### src/rtl/core/stmn_pkg.sv
`timescale 1ns / 1ps
// ----------------------------------------------------------------------------
// stmn_pkg: shared types and constants for the slot table
// Table geometry, command and status codes, sequencer states and the
// structs that pass between the controller, the entry RAM and the top level.
// ----------------------------------------------------------------------------
package stmn_pkg;

	// Table geometry
	localparam int SLOTS      = 64;
	localparam int ENTRY_BITS = 32;
	localparam int SLOT_W     = $clog2(SLOTS);
	localparam int CNT_W      = SLOT_W + 1;
	localparam int IDX_W      = 6;
	localparam int DATA_W     = 32;

	localparam logic [CNT_W-1:0] SLOTS_CNT = CNT_W'(SLOTS);

	// Command codes
	typedef enum logic [2:0] {
		CMD_ADD      = 3'd0,
		CMD_REM_VAL  = 3'd1,
		CMD_REM_NTH  = 3'd2,
		CMD_REPLACE  = 3'd3,
		CMD_READ_NTH = 3'd4,
		CMD_NEXT     = 3'd5,
		CMD_REWIND   = 3'd6,
		CMD_CLEAR    = 3'd7
	} cmd_t;

	// Result status codes
	typedef enum logic [2:0] {
		STAT_OK        = 3'd0,
		STAT_NOT_FOUND = 3'd1,
		STAT_FULL      = 3'd2,
		STAT_INDEX     = 3'd3,
		STAT_END       = 3'd4
	} status_t;

	// Sequencer states
	typedef enum logic [2:0] {
		S_IDLE,
		S_FREE,
		S_MATCH,
		S_NTH,
		S_NEXT,
		S_READ,
		S_RESP
	} state_t;

	// Entry RAM request
	typedef struct packed {
		logic                  we;
		logic [SLOT_W-1:0]     addr;
		logic [ENTRY_BITS-1:0] wdata;
	} mem_req_t;

	// Finished result handed to the output register
	typedef struct packed {
		status_t           status;
		logic [DATA_W-1:0] data;
		logic [SLOT_W-1:0] slot;
		logic [CNT_W-1:0]  count;
		logic              at_end;
	} result_t;

endpackage

### src/rtl/core/stmn_ram.sv
`timescale 1ns / 1ps
// ----------------------------------------------------------------------------
// stmn_ram: entry word storage
// Single-port synchronous RAM, one write or one read per cycle, read data
// registered. Contents are undefined until written.
// ----------------------------------------------------------------------------
module stmn_ram (
	input  logic                            clk,
	input  stmn_pkg::mem_req_t              req,
	output logic [stmn_pkg::ENTRY_BITS-1:0] rdata
);
	import stmn_pkg::*;

	logic [ENTRY_BITS-1:0] mem [SLOTS];

	// Write or read the addressed entry
	always_ff @(posedge clk) begin
		if (req.we) begin
			mem[req.addr] <= req.wdata;
		end else begin
			rdata <= mem[req.addr];
		end
	end

endmodule

### src/rtl/core/stmn_ctrl.sv
`timescale 1ns / 1ps
// ----------------------------------------------------------------------------
// stmn_ctrl: command sequencer for the slot table
// Holds valid bits, count and cursor, and walks the slots one per cycle to
// find a free slot, a matching entry, the nth valid entry or the next one.
// ----------------------------------------------------------------------------
module stmn_ctrl (
	input  logic                            clk,
	input  logic                            arst_n,
	input  logic                            in_valid,
	output logic                            in_stall,
	input  logic [2:0]                      cmd,
	input  logic [31:0]                     value,
	input  logic [31:0]                     new_value,
	input  logic [stmn_pkg::IDX_W-1:0]      index,
	output logic                            res_valid,
	input  logic                            res_take,
	output stmn_pkg::result_t               res,
	output stmn_pkg::mem_req_t              mem_req,
	input  logic [stmn_pkg::ENTRY_BITS-1:0] mem_rdata
);
	import stmn_pkg::*;

	// Control state
	state_t            state_q, state_d;
	logic [SLOTS-1:0]  valid_q, valid_d;
	logic [CNT_W-1:0]  count_q, count_d;
	logic [CNT_W-1:0]  cursor_q, cursor_d;
	logic              chk_vld_s1, chk_vld_d;

	// Command and scan payload
	cmd_t                  cmd_q, cmd_d;
	logic [ENTRY_BITS-1:0] val_q, val_d;
	logic [ENTRY_BITS-1:0] nval_q, nval_d;
	logic [IDX_W-1:0]      idx_q, idx_d;
	logic [CNT_W-1:0]      scan_q, scan_d;
	logic [CNT_W-1:0]      seen_q, seen_d;
	logic [SLOT_W-1:0]     chk_addr_s1, chk_addr_d;
	status_t               res_status_q, res_status_d;
	logic [DATA_W-1:0]     res_data_q, res_data_d;
	logic [SLOT_W-1:0]     res_slot_q, res_slot_d;

	logic [SLOT_W-1:0] scan_addr;
	logic              scan_done;
	logic              match;
	logic [SLOTS-1:0]  above_mask;

	assign scan_addr = scan_q[SLOT_W-1:0];
	assign scan_done = (scan_q == SLOTS_CNT);
	assign match     = chk_vld_s1 && valid_q[chk_addr_s1] && (mem_rdata == val_q);

	// Slots at or after the cursor
	assign above_mask = ~((SLOTS'(1) << cursor_q) - SLOTS'(1));

	assign res.status = res_status_q;
	assign res.data   = res_data_q;
	assign res.slot   = res_slot_q;
	assign res.count  = count_q;
	assign res.at_end = ~|(valid_q & above_mask);

	// Next state and sequencing
	always_comb begin
		state_d      = state_q;
		valid_d      = valid_q;
		count_d      = count_q;
		cursor_d     = cursor_q;
		chk_vld_d    = 1'b0;
		chk_addr_d   = scan_addr;
		cmd_d        = cmd_q;
		val_d        = val_q;
		nval_d       = nval_q;
		idx_d        = idx_q;
		scan_d       = scan_q;
		seen_d       = seen_q;
		res_status_d = res_status_q;
		res_data_d   = res_data_q;
		res_slot_d   = res_slot_q;
		mem_req.we    = 1'b0;
		mem_req.addr  = scan_addr;
		mem_req.wdata = val_q;
		in_stall      = (state_q != S_IDLE);
		res_valid     = (state_q == S_RESP);

		unique case (state_q)
			S_IDLE: begin
				if (in_valid) begin
					cmd_d        = cmd_t'(cmd);
					val_d        = value[ENTRY_BITS-1:0];
					nval_d       = new_value[ENTRY_BITS-1:0];
					idx_d        = index;
					res_status_d = STAT_OK;
					res_data_d   = '0;
					res_slot_d   = '0;
					scan_d       = '0;
					seen_d       = '0;
					unique case (cmd_t'(cmd)) inside
						CMD_ADD: begin
							if (count_q == SLOTS_CNT) begin
								res_status_d = STAT_FULL;
								state_d      = S_RESP;
							end else begin
								state_d = S_FREE;
							end
						end
						CMD_REM_VAL, CMD_REPLACE: begin
							state_d = S_MATCH;
						end
						CMD_REM_NTH, CMD_READ_NTH: begin
							cursor_d = '0;
							if (CNT_W'(index) >= count_q) begin
								res_status_d = STAT_INDEX;
								state_d      = S_RESP;
							end else begin
								state_d = S_NTH;
							end
						end
						CMD_NEXT: begin
							scan_d  = cursor_q;
							state_d = S_NEXT;
						end
						CMD_REWIND: begin
							cursor_d = '0;
							state_d  = S_RESP;
						end
						CMD_CLEAR: begin
							valid_d  = '0;
							count_d  = '0;
							cursor_d = '0;
							state_d  = S_RESP;
						end
						default: begin
							state_d = S_RESP;
						end
					endcase
				end
			end

			// Walk to the lowest free slot and write the entry there
			S_FREE: begin
				if (scan_done) begin
					res_status_d = STAT_FULL;
					state_d      = S_RESP;
				end else if (!valid_q[scan_addr]) begin
					mem_req.we          = 1'b1;
					valid_d[scan_addr]  = 1'b1;
					count_d             = count_q + CNT_W'(1);
					cursor_d            = scan_q + CNT_W'(1);
					res_slot_d          = scan_addr;
					state_d             = S_RESP;
				end else begin
					scan_d = scan_q + CNT_W'(1);
				end
			end

			// Read one entry per cycle and compare it in the next cycle
			S_MATCH: begin
				if (match) begin
					res_slot_d = chk_addr_s1;
					if (cmd_q == CMD_REM_VAL) begin
						valid_d[chk_addr_s1] = 1'b0;
						count_d              = count_q - CNT_W'(1);
					end else begin
						mem_req.we    = 1'b1;
						mem_req.addr  = chk_addr_s1;
						mem_req.wdata = nval_q;
					end
					state_d = S_RESP;
				end else if (scan_done) begin
					if (!chk_vld_s1) begin
						res_status_d = STAT_NOT_FOUND;
						state_d      = S_RESP;
					end
				end else begin
					chk_vld_d = 1'b1;
					scan_d    = scan_q + CNT_W'(1);
				end
			end

			// Count valid slots up to the requested position
			S_NTH: begin
				if (scan_done) begin
					res_status_d = STAT_INDEX;
					state_d      = S_RESP;
				end else begin
					if (valid_q[scan_addr]) begin
						if (seen_q == CNT_W'(idx_q)) begin
							res_slot_d = scan_addr;
							cursor_d   = scan_q + CNT_W'(1);
							if (cmd_q == CMD_REM_NTH) begin
								valid_d[scan_addr] = 1'b0;
								count_d            = count_q - CNT_W'(1);
								state_d            = S_RESP;
							end else begin
								state_d = S_READ;
							end
						end else begin
							seen_d = seen_q + CNT_W'(1);
						end
					end
					scan_d = scan_q + CNT_W'(1);
				end
			end

			// Advance from the cursor to the next valid slot
			S_NEXT: begin
				if (scan_done) begin
					res_status_d = STAT_END;
					cursor_d     = SLOTS_CNT;
					state_d      = S_RESP;
				end else if (valid_q[scan_addr]) begin
					res_slot_d = scan_addr;
					cursor_d   = scan_q + CNT_W'(1);
					state_d    = S_READ;
				end else begin
					scan_d = scan_q + CNT_W'(1);
				end
			end

			// Capture the entry read in the previous cycle
			S_READ: begin
				res_data_d = DATA_W'(mem_rdata);
				state_d    = S_RESP;
			end

			// Hold the result until the output register takes it
			S_RESP: begin
				if (res_take) begin
					state_d = S_IDLE;
				end
			end

			default: begin
				state_d = S_IDLE;
			end
		endcase
	end

	// Control registers
	always_ff @(posedge clk or negedge arst_n) begin
		if (!arst_n) begin
			state_q    <= S_IDLE;
			valid_q    <= '0;
			count_q    <= '0;
			cursor_q   <= '0;
			chk_vld_s1 <= 1'b0;
		end else begin
			state_q    <= state_d;
			valid_q    <= valid_d;
			count_q    <= count_d;
			cursor_q   <= cursor_d;
			chk_vld_s1 <= chk_vld_d;
		end
	end

	// Payload registers
	always_ff @(posedge clk) begin
		cmd_q        <= cmd_d;
		val_q        <= val_d;
		nval_q       <= nval_d;
		idx_q        <= idx_d;
		scan_q       <= scan_d;
		seen_q       <= seen_d;
		chk_addr_s1  <= chk_addr_d;
		res_status_q <= res_status_d;
		res_data_q   <= res_data_d;
		res_slot_q   <= res_slot_d;
	end

endmodule

### src/rtl/core/slot_table_with_match_and_nth_top.sv
`timescale 1ns / 1ps
// Flow: rewind, clear, add on a full table and index errors go straight to the result;
//   a scan command first walks the slots, and every result then passes through the
//   output register.
// Throughput: one item at a time; the sequencer walk over the slots, one slot per
//   cycle, sets the rate unless out_stall holds a result back.
// Reset: arst_n clears valid bits, count, cursor and handshakes; the entry RAM is not
//   cleared, no clearing pass.
// ----------------------------------------------------------------------------
// slot_table_with_match_and_nth_top: slot table with match and nth lookup
// Command sequencer, entry RAM and a registered result stage that lets a new
// item enter while the previous result waits.
// ----------------------------------------------------------------------------
module slot_table_with_match_and_nth_top (
	input  logic                         clk,
	input  logic                         arst_n,
	input  logic                         in_valid,
	output logic                         in_stall,
	input  logic [2:0]                   cmd,
	input  logic [31:0]                  value,
	input  logic [31:0]                  new_value,
	input  logic [stmn_pkg::IDX_W-1:0]   index,
	output logic                         out_valid,
	input  logic                         out_stall,
	output logic [2:0]                   status,
	output logic [stmn_pkg::DATA_W-1:0]  data,
	output logic [stmn_pkg::SLOT_W-1:0]  slot,
	output logic [stmn_pkg::CNT_W-1:0]   count,
	output logic                         at_end
);
	import stmn_pkg::*;

	mem_req_t              mem_req;
	logic [ENTRY_BITS-1:0] mem_rdata;
	result_t               res;
	logic                  res_valid;
	logic                  res_take;
	logic                  out_valid_q;
	result_t               out_q;

	stmn_ctrl u_ctrl (
		.clk       (clk),
		.arst_n    (arst_n),
		.in_valid  (in_valid),
		.in_stall  (in_stall),
		.cmd       (cmd),
		.value     (value),
		.new_value (new_value),
		.index     (index),
		.res_valid (res_valid),
		.res_take  (res_take),
		.res       (res),
		.mem_req   (mem_req),
		.mem_rdata (mem_rdata)
	);

	stmn_ram u_ram (
		.clk   (clk),
		.req   (mem_req),
		.rdata (mem_rdata)
	);

	// Load the output register when it is empty or being drained
	assign res_take = res_valid && (!out_valid_q || !out_stall);

	always_ff @(posedge clk or negedge arst_n) begin
		if (!arst_n) begin
			out_valid_q <= 1'b0;
		end else if (res_take) begin
			out_valid_q <= 1'b1;
		end else if (!out_stall) begin
			out_valid_q <= 1'b0;
		end
	end

	// Hold the result item
	always_ff @(posedge clk) begin
		if (res_take) begin
			out_q <= res;
		end
	end

	assign out_valid = out_valid_q;
	assign status    = out_q.status;
	assign data      = out_q.data;
	assign slot      = out_q.slot;
	assign count     = out_q.count;
	assign at_end    = out_q.at_end;

endmodule

### config.mk
export PLATFORM = sky130hd
export DESIGN_NAME = slot_table_with_match_and_nth_top
export DESIGN_NICKNAME = d
export VERILOG_FILES = /design/src/rtl/core/stmn_pkg.sv /design/src/rtl/core/stmn_ram.sv /design/src/rtl/core/stmn_ctrl.sv /design/src/rtl/core/slot_table_with_match_and_nth_top.sv
export SDC_FILE = /design/constraint.sdc
export NUM_CORES = 2
export LEC_CHECK = 0
export BUFFER_PORTS_ARGS = -buffer_cell sky130_fd_sc_hd__buf_2
export CORE_ASPECT_RATIO = 2
export CORE_MARGIN = 3
export CORE_UTILIZATION = 35
export CTS_CLUSTER_SIZE = 24
export DETAILED_ROUTE_END_ITERATION = 12
export GPL_ROUTABILITY_DRIVEN = 1
export GPL_TIMING_DRIVEN = 0
export REMOVE_ABC_BUFFERS = 1
export SLEW_MARGIN = 20
export SYNTH_ARGS = -nofsm -noshare
export SYNTH_HDL_FRONTEND = slang
export SYNTH_HIERARCHICAL = 1
export SYNTH_SLANG_ARGS = --single-unit
export TNS_END_PERCENT = 5
### constraint.sdc
create_clock -name clk -period 9.3 [get_ports clk]
set_input_delay 0 -clock clk [delete_from_list [all_inputs] [get_ports clk]]
set_output_delay 0 -clock clk [all_outputs]
set_load 0.005 [all_outputs]
* After elaboration in Yosys (flattened, before gate mapping)
Memories as Yosys holds them, arrays and structs flattened. A register that Yosys moved wholly into a read port is not among the register bits. Cells that the tools add are included. Widths: inputs -> output; s select.
Word-level totals: register bits 266, bits in writable memories 2048, input port bits 77, output and inout bits 51, logic and storage cells 224, memories 1
Memories:
- u_ram.mem | depth 64, bits a word 32, rd ports 1, clocked after Yosys merged registers in 1, wr ports 1, RTL line stmn_ram.sv:14 | logic [ENTRY_BITS-1:0] mem [SLOTS];
Cells by class: add/sub/neg operators 5, $lt $le $gt $ge 5, eq/ne operators 49, shifts and indexed selects 1, mux-type cells 104, bitwise operators 7, reduce and logical (&&, ||, !) cells 31
Operators by type and width (number):
- $mux 64 | 10
- $pmux 64 s4 | 1
- $mux 7 | 28
- $and 64x64->64 | 3
- $not 64->64 | 3
- $mux 39 | 2
- $or 64x64->64 | 1
- $pmux 32 s2 | 1
- $reduce_or 64->1 | 1
- $shl 1x7->64 const A | 1
- $sub 64x2->64 const B | 1
- $mux 3 | 21
- $pmux 7 s4 | 2
- $mux 6 | 9
- $mux 38 | 1
- $pmux 7 s5 | 1
- $eq 32x32->1 | 1
- $mux 32 | 1
- $pmux 6 s5 | 1
- $ne 2x1->1 const B | 14
- $add 7x1->7 const B | 3
- $eq 3x3->1 const B | 7
- $pmux 3 s7 | 1
- $ne 2x2->1 const B | 10
- 37 further kinds | 78

* Depth between registers and ports, before layout
depth in word-level cells 11, depth in mapped cells 22, mapped depth without buffers 15

* Cells and area by module
The synthesis kept the hierarchy.
By module, submodules not included:
- stmn_ram | instances 1, cells each 4307, area each 78415.2 um^2, seq. area each 62459.9 um^2
- stmn_ctrl | instances 1, cells each 1405, area each 13769.5 um^2, seq. area each 6015.8 um^2
- slot_table_with_match_and_nth_top | instances 1, cells each 52, area each 1515.2 um^2, seq. area each 1496.4 um^2

* Least setup slack after synthesis
Ideal clock, no wire load.
path kind reg-to-reg, start point register u_ctrl.chk_addr_s1[1], end point memory u_ram.mem[21][0] (enable), library setup time 421 ps, arrival 5360 ps, data required time 8879 ps, path slack 3519 ps, stages on the path, launching flop included 20, path buffers 10, period minus slack after synthesis 5781 ps, path through dfxtp_1 -> buf_2 -> buf_1 -> mux2i_1 -> a22oi_1 -> a21oi_1 -> a31oi_1 -> a2111oi_0 -> o21ai_1 -> buf_2 -> mux2_2 -> buf_6 -> buf_2 -> buf_4 -> buf_2 -> buf_2 -> buf_4 -> buf_2 -> nand2_1 -> nor2_1
RTL lines:
- start: declaration | RTL line stmn_ctrl.sv:38 | logic [SLOT_W-1:0] chk_addr_s1, chk_addr_d;
- start signal: assignment | RTL line stmn_ctrl.sv:263 | chk_addr_s1 <= chk_addr_d;
- end: declaration | RTL line stmn_ram.sv:14

==> impl_summary.txt <==
----------------------------------------------------
[Place]
  Placer Congestion ... 0.9271
  Quantity of I/O buffers inserted on ports ... 127
  HPWL after detailed placement ... between 200 and 250 mm

[Yosys]
  Post-synth EDFFs ... around 2.3k
  Largest family of logic cells by synthesized area ... compound AO/OA/AOI/OAI gates
  Cell with the most instances after synthesis ... sky130_fd_sc_hd__edfxtp_1
  Synth Area in XOR/XNOR ... less than 1%
  Post-synthesis compound-gate area fraction ... ~13%
  Area share of the largest cell type after synthesis ... slightly above 70%
  Mux cell area share after synthesis ... 4.742%
  Adder and majority cell fraction of the synthesized area ... 0.2323%
  Basic-gate share of the synthesized area counting and, or, nand and nor cells ... 4.736%
  Ranking of synthesized cells by instance count ... 2257 x sky130_fd_sc_hd__edfxtp_1, 380 x sky130_fd_sc_hd__a22oi_1, 336 x sky130_fd_sc_hd__a221oi_1
  Post-synthesis async set-or-reset flop share ... under 10%
  Share of the yosys chip area belonging to registers ... 74.68%
  Cell type contributing the most total cell area after synthesis ... sky130_fd_sc_hd__edfxtp_1
  Cell variety after synth ... between 80 and 90
  Commonest register cell after synthesis ... sky130_fd_sc_hd__edfxtp_1
  Register bit total from synthesis ... 2346
  Cell area after synthesis ... about 0.094 mm2
  Post-synthesis instance total ... a little under 6k
  Post-Syn Area per Cell ... approximately 16 um2
  Ys Warns ... 6
  Cells taking the most area after synthesis ... sky130_fd_sc_hd__edfxtp_1 72%, sky130_fd_sc_hd__a221oi_1 3.1%, sky130_fd_sc_hd__a22oi_1 3.0%

[CTS]
  Largest buffer count on any clock path ... 4
  Clock latency reported for the late side of the worst-skew pair ... approximately 850 ps
  Number of H-tree branching levels ... 4
  Clock sink total ... about 2.3k
  CTS resizes ... 0
  TritonCTS clock tree ... done
  Cell at the root of the clock tree ... sky130_fd_sc_hd__clkbuf_16
  Clock buffers created by TritonCTS ... ~190
  Number of buffers added for setup after CTS ... 0
  Clock transition at the registers of the reported paths ... 70 ps

[Setup path]
  Worst-case register-to-register setup slack ... ~140 ps
  Worst setup path class ... flip-flop to flip-flop
  Worst r2r path cells ... 19
  Reg2reg end ... u_ram/rdata[3]$_DFFE_PN_
  Critical path's slowest cell ... sky130_fd_sc_hd__nor4_1
  Largest incremental delay on the critical path ... 880 ps
  CP Capture Point ... u_ram/rdata[3]$_DFFE_PN_
  CP arrival ... 9500 ps
  Worst reg2reg path startpoint ... u_ctrl/chk_addr_s1[1]$_DFF_P_
  Most frequent cell on the critical path ... sky130_fd_sc_hd__buf_16
  Data required time at the worst endpoint ... roughly 9600 ps
  Max FO, Critical Path ... 56
  Critical Path, Cell by Cell ... nor2b_1 -> a22oi_1 -> nand3_1 -> nand4_1 -> a221oi_1 -> a2111oi_2 -> o21ai_4 -> mux2_8 -> buf_16 -> buf_16 -> buf_16 -> and2_4 -> buf_16 -> buf_12 -> buf_12 -> a221oi_1 -> nor3_1 -> nor4_1 -> nand4_1
  Setup crit start kind ... flip-flop
  Type of element capturing the critical path ... flip-flop
  Beginning of the critical path ... u_ctrl/chk_addr_s1[1]$_DFF_P_

[Floorplan]
  Total Die Area ... 0.2743 mm2
  FP Rows ... ~270
  Width of the die ... between 300 and 400 um
  Die Y-Extent ... roughly 740 um
  IO Count ... ~130
  Core ar. ... ~0.27 mm2
  Starting density of the core ... between 30% and 40%

[Route]
  Number of detailed-routing iterations run before antenna repair ... 7
  Remaining number of nets flagged by the antenna check after routing ... 0
  First-iteration detailed-routing DRC count ... between 6k and 7k
  Via density per instance ... between 6 and 7
  Drt total wl ... between 300 and 400 mm
  Vias after detailed routing ... around 59k
  # DRC ... 0
  Per-cell routed wire length ... about 32 um

[Flow run]
  Count of max-cap constraint violations ... 0

[GRT]
  Global-route wire length before repair ... around 440 mm
  Antenna violations before repair ... 8
  Remaining Overflow, GRT ... 0
  Via count of the first global-routing pass ... 59.62k
  GRT Util Overall ... approximately 22%
  Largest net degree at the start of global routing ... 86

[Timing]
  Layout Skew ... about 76 ps
  Final setup fails ... 0
  Unrepaired setup endpoints after global routing ... false
  Post-Route Hold Slack ... around 84 ps
  Final total negative setup slack ... 0 ps
  Hold Fails Final Rpt ... 0
  Minimum period implied by the final worst setup slack ... between 9000 and 10000 ps
  Worst slew margin relative to its limit ... between 15 and 20%
  Max Freq ... between 0.1 and 0.15 GHz
  Pins over their slew limit ... 0
  Actual slew at the worst max-slew pin ... between 1000 and 1500 ps
  Fin crit share ... between 90% and 100%

[Finish]
  Share of final-layout standard cells stronger than drive strength 1 ... between 10% and 20%
  Syn-to-layout area delta ... 18.14%
  Nets ... 6144

[Power]
  Total Power ... 32330 uW
  P_leak ... around 0.035 uW
  Pwr dens ... 292.0 mW/mm2
  Largest vdd supply drop ... about 0.28 mV

[Hold path]
  Worst min-delay path startpoint ... cmd[0]
  Class of the tightest hold or removal check ... primary input to flip-flop
  Worst hold path depth ... 2

[Run status]
  Outcome ... completed

----------------------------------------------------
state kept, by name (all words and copies together), names as in the netlist, 32 cells and up:
| name | count |
|---|---|
| data | 32 |
| u_ctrl/nval_q | 32 |
| u_ctrl/res_data_q | 32 |
| u_ctrl/val_q | 32 |
| u_ctrl/valid_q | 64 |
| u_ram/mem | 2048 |
| u_ram/rdata | 32 |
layout by cell type (no fill, tap or decap), types with 21 or more instances in the layout:
master                          instances
sky130_fd_sc_hd__a2bb2oi_1             79
sky130_fd_sc_hd__mux2i_1              148
sky130_fd_sc_hd__nand4_1               35
sky130_fd_sc_hd__nand3_1              106
sky130_fd_sc_hd__a22o_1                45
sky130_fd_sc_hd__clkbuf_1              45
sky130_fd_sc_hd__a22oi_1              380
sky130_fd_sc_hd__buf_2                126
sky130_fd_sc_hd__a21oi_1              142
sky130_fd_sc_hd__mux4_2                39
sky130_fd_sc_hd__clkbuf_16            191
sky130_fd_sc_hd__nand2_1              175
sky130_fd_sc_hd__clkinv_1              42
sky130_fd_sc_hd__edfxtp_1            2257
sky130_fd_sc_hd__or3_1                 21
sky130_fd_sc_hd__nor2_1               164
sky130_fd_sc_hd__mux2_2               152
sky130_fd_sc_hd__a222oi_1              37
sky130_fd_sc_hd__xnor2_1               53
sky130_fd_sc_hd__mux2_4                31
sky130_fd_sc_hd__a221oi_1             336
sky130_fd_sc_hd__buf_12               102
sky130_fd_sc_hd__o21ai_0              130
sky130_fd_sc_hd__nor2b_1               29
sky130_fd_sc_hd__clkinv_2              28
sky130_fd_sc_hd__buf_16               125
sky130_fd_sc_hd__and2_1                41
sky130_fd_sc_hd__o22ai_1              118
sky130_fd_sc_hd__nor2_4                70
sky130_fd_sc_hd__nor4_1                47
sky130_fd_sc_hd__dlygate4sd3_1        147
sky130_fd_sc_hd__nor3_1               119
sky130_fd_sc_hd__a31oi_1               63
sky130_fd_sc_hd__dfrtp_1               82
sky130_fd_sc_hd__o221ai_1              25
sky130_fd_sc_hd__inv_1                 25
sky130_fd_sc_hd__a221o_1               21
sky130_fd_sc_hd__o22a_1                35
power by group:
group	internal (uW)	switching, uW
Combinational	3960	7770
Sequential	12300	570
Clock	4010	3680
Total	20300	12000
cell families after synthesis:
logic type,Yosys count
xor+xnor,70
fa+ha+maj,17
flops,2346
mux,372
buf+inv,473
compound gates,1577
simple gates,909
timing repair:
item | 4_1_cts | 5_1_grt
hold buffers | 148 | 0
endpoints found under the hold margin | 237 | 0
setup endpoints to repair | 0 | 0
routing by layer:
layer	GRT usage (%)	vias up	share of wire, %
met3	3.005	1052	7.3
met4	15.88	2	8.6
met2	40.47	3332	52
met1	23.89	30380	32
met5	0	-	0.0041
li1	-	24310	-
worst max-delay path, delay by kind of cell, from the launching register on:
kind | cells | cell delay [ps]
buffers and inverters | 6 | 1440
muxes | 1 | 580
and+or+nand+nor | 7 | 3430
AOI/OAI and AO/OA | 5 | 2120
DFF | 1 | 750
cell type report:
cell class                      count  area [um2]
Antenna cell                        3       7.507
Clock buffer                      239        4990
Fill cell                       23430      155500
Inverter                           32       140.1
Multi-Input combinational cell   2945       22530
Timing Repair Buffer              539        8024
Tap cell                         3510        4392
Sequential cell                  2346       69980
Clock inverter                     88       639.4
worst min-delay path by stage:
stage,to
6_report,u_ctrl/cmd_q[0]$_DFFE_PP_
3_5_place_dp,u_ctrl/count_q[2]$_DFFE_PN0P_
4_1_cts,u_ctrl/cmd_q[0]$_DFFE_PP_
3_3_place_gp,u_ctrl/val_q[29]$_DFFE_PP_
2_1_floorplan,out_valid$_DFFE_PN0P_
5_1_grt,u_ctrl/cmd_q[1]$_DFFE_PP_
through the flow:
| step | setup WS (ps) | cells | utilization (%) | cell area, um2 |
|---|---|---|---|---|
| global placement | -89380 | 8960 | 36.33 | 96720 |
| global route | 135.3 | 9700 | 41.58 | 110700 |
| detailed placement | 417.7 | 9224 | 38.88 | 103500 |
| CTS | 412.6 | 9699 | 41.56 | 110600 |
| finish | 140.9 | 9702 | 41.58 | 110700 |
| floorplan | -19560 | 5323 | - | 91700 |
Note: power is estimated with default switching activity, not from simulation.
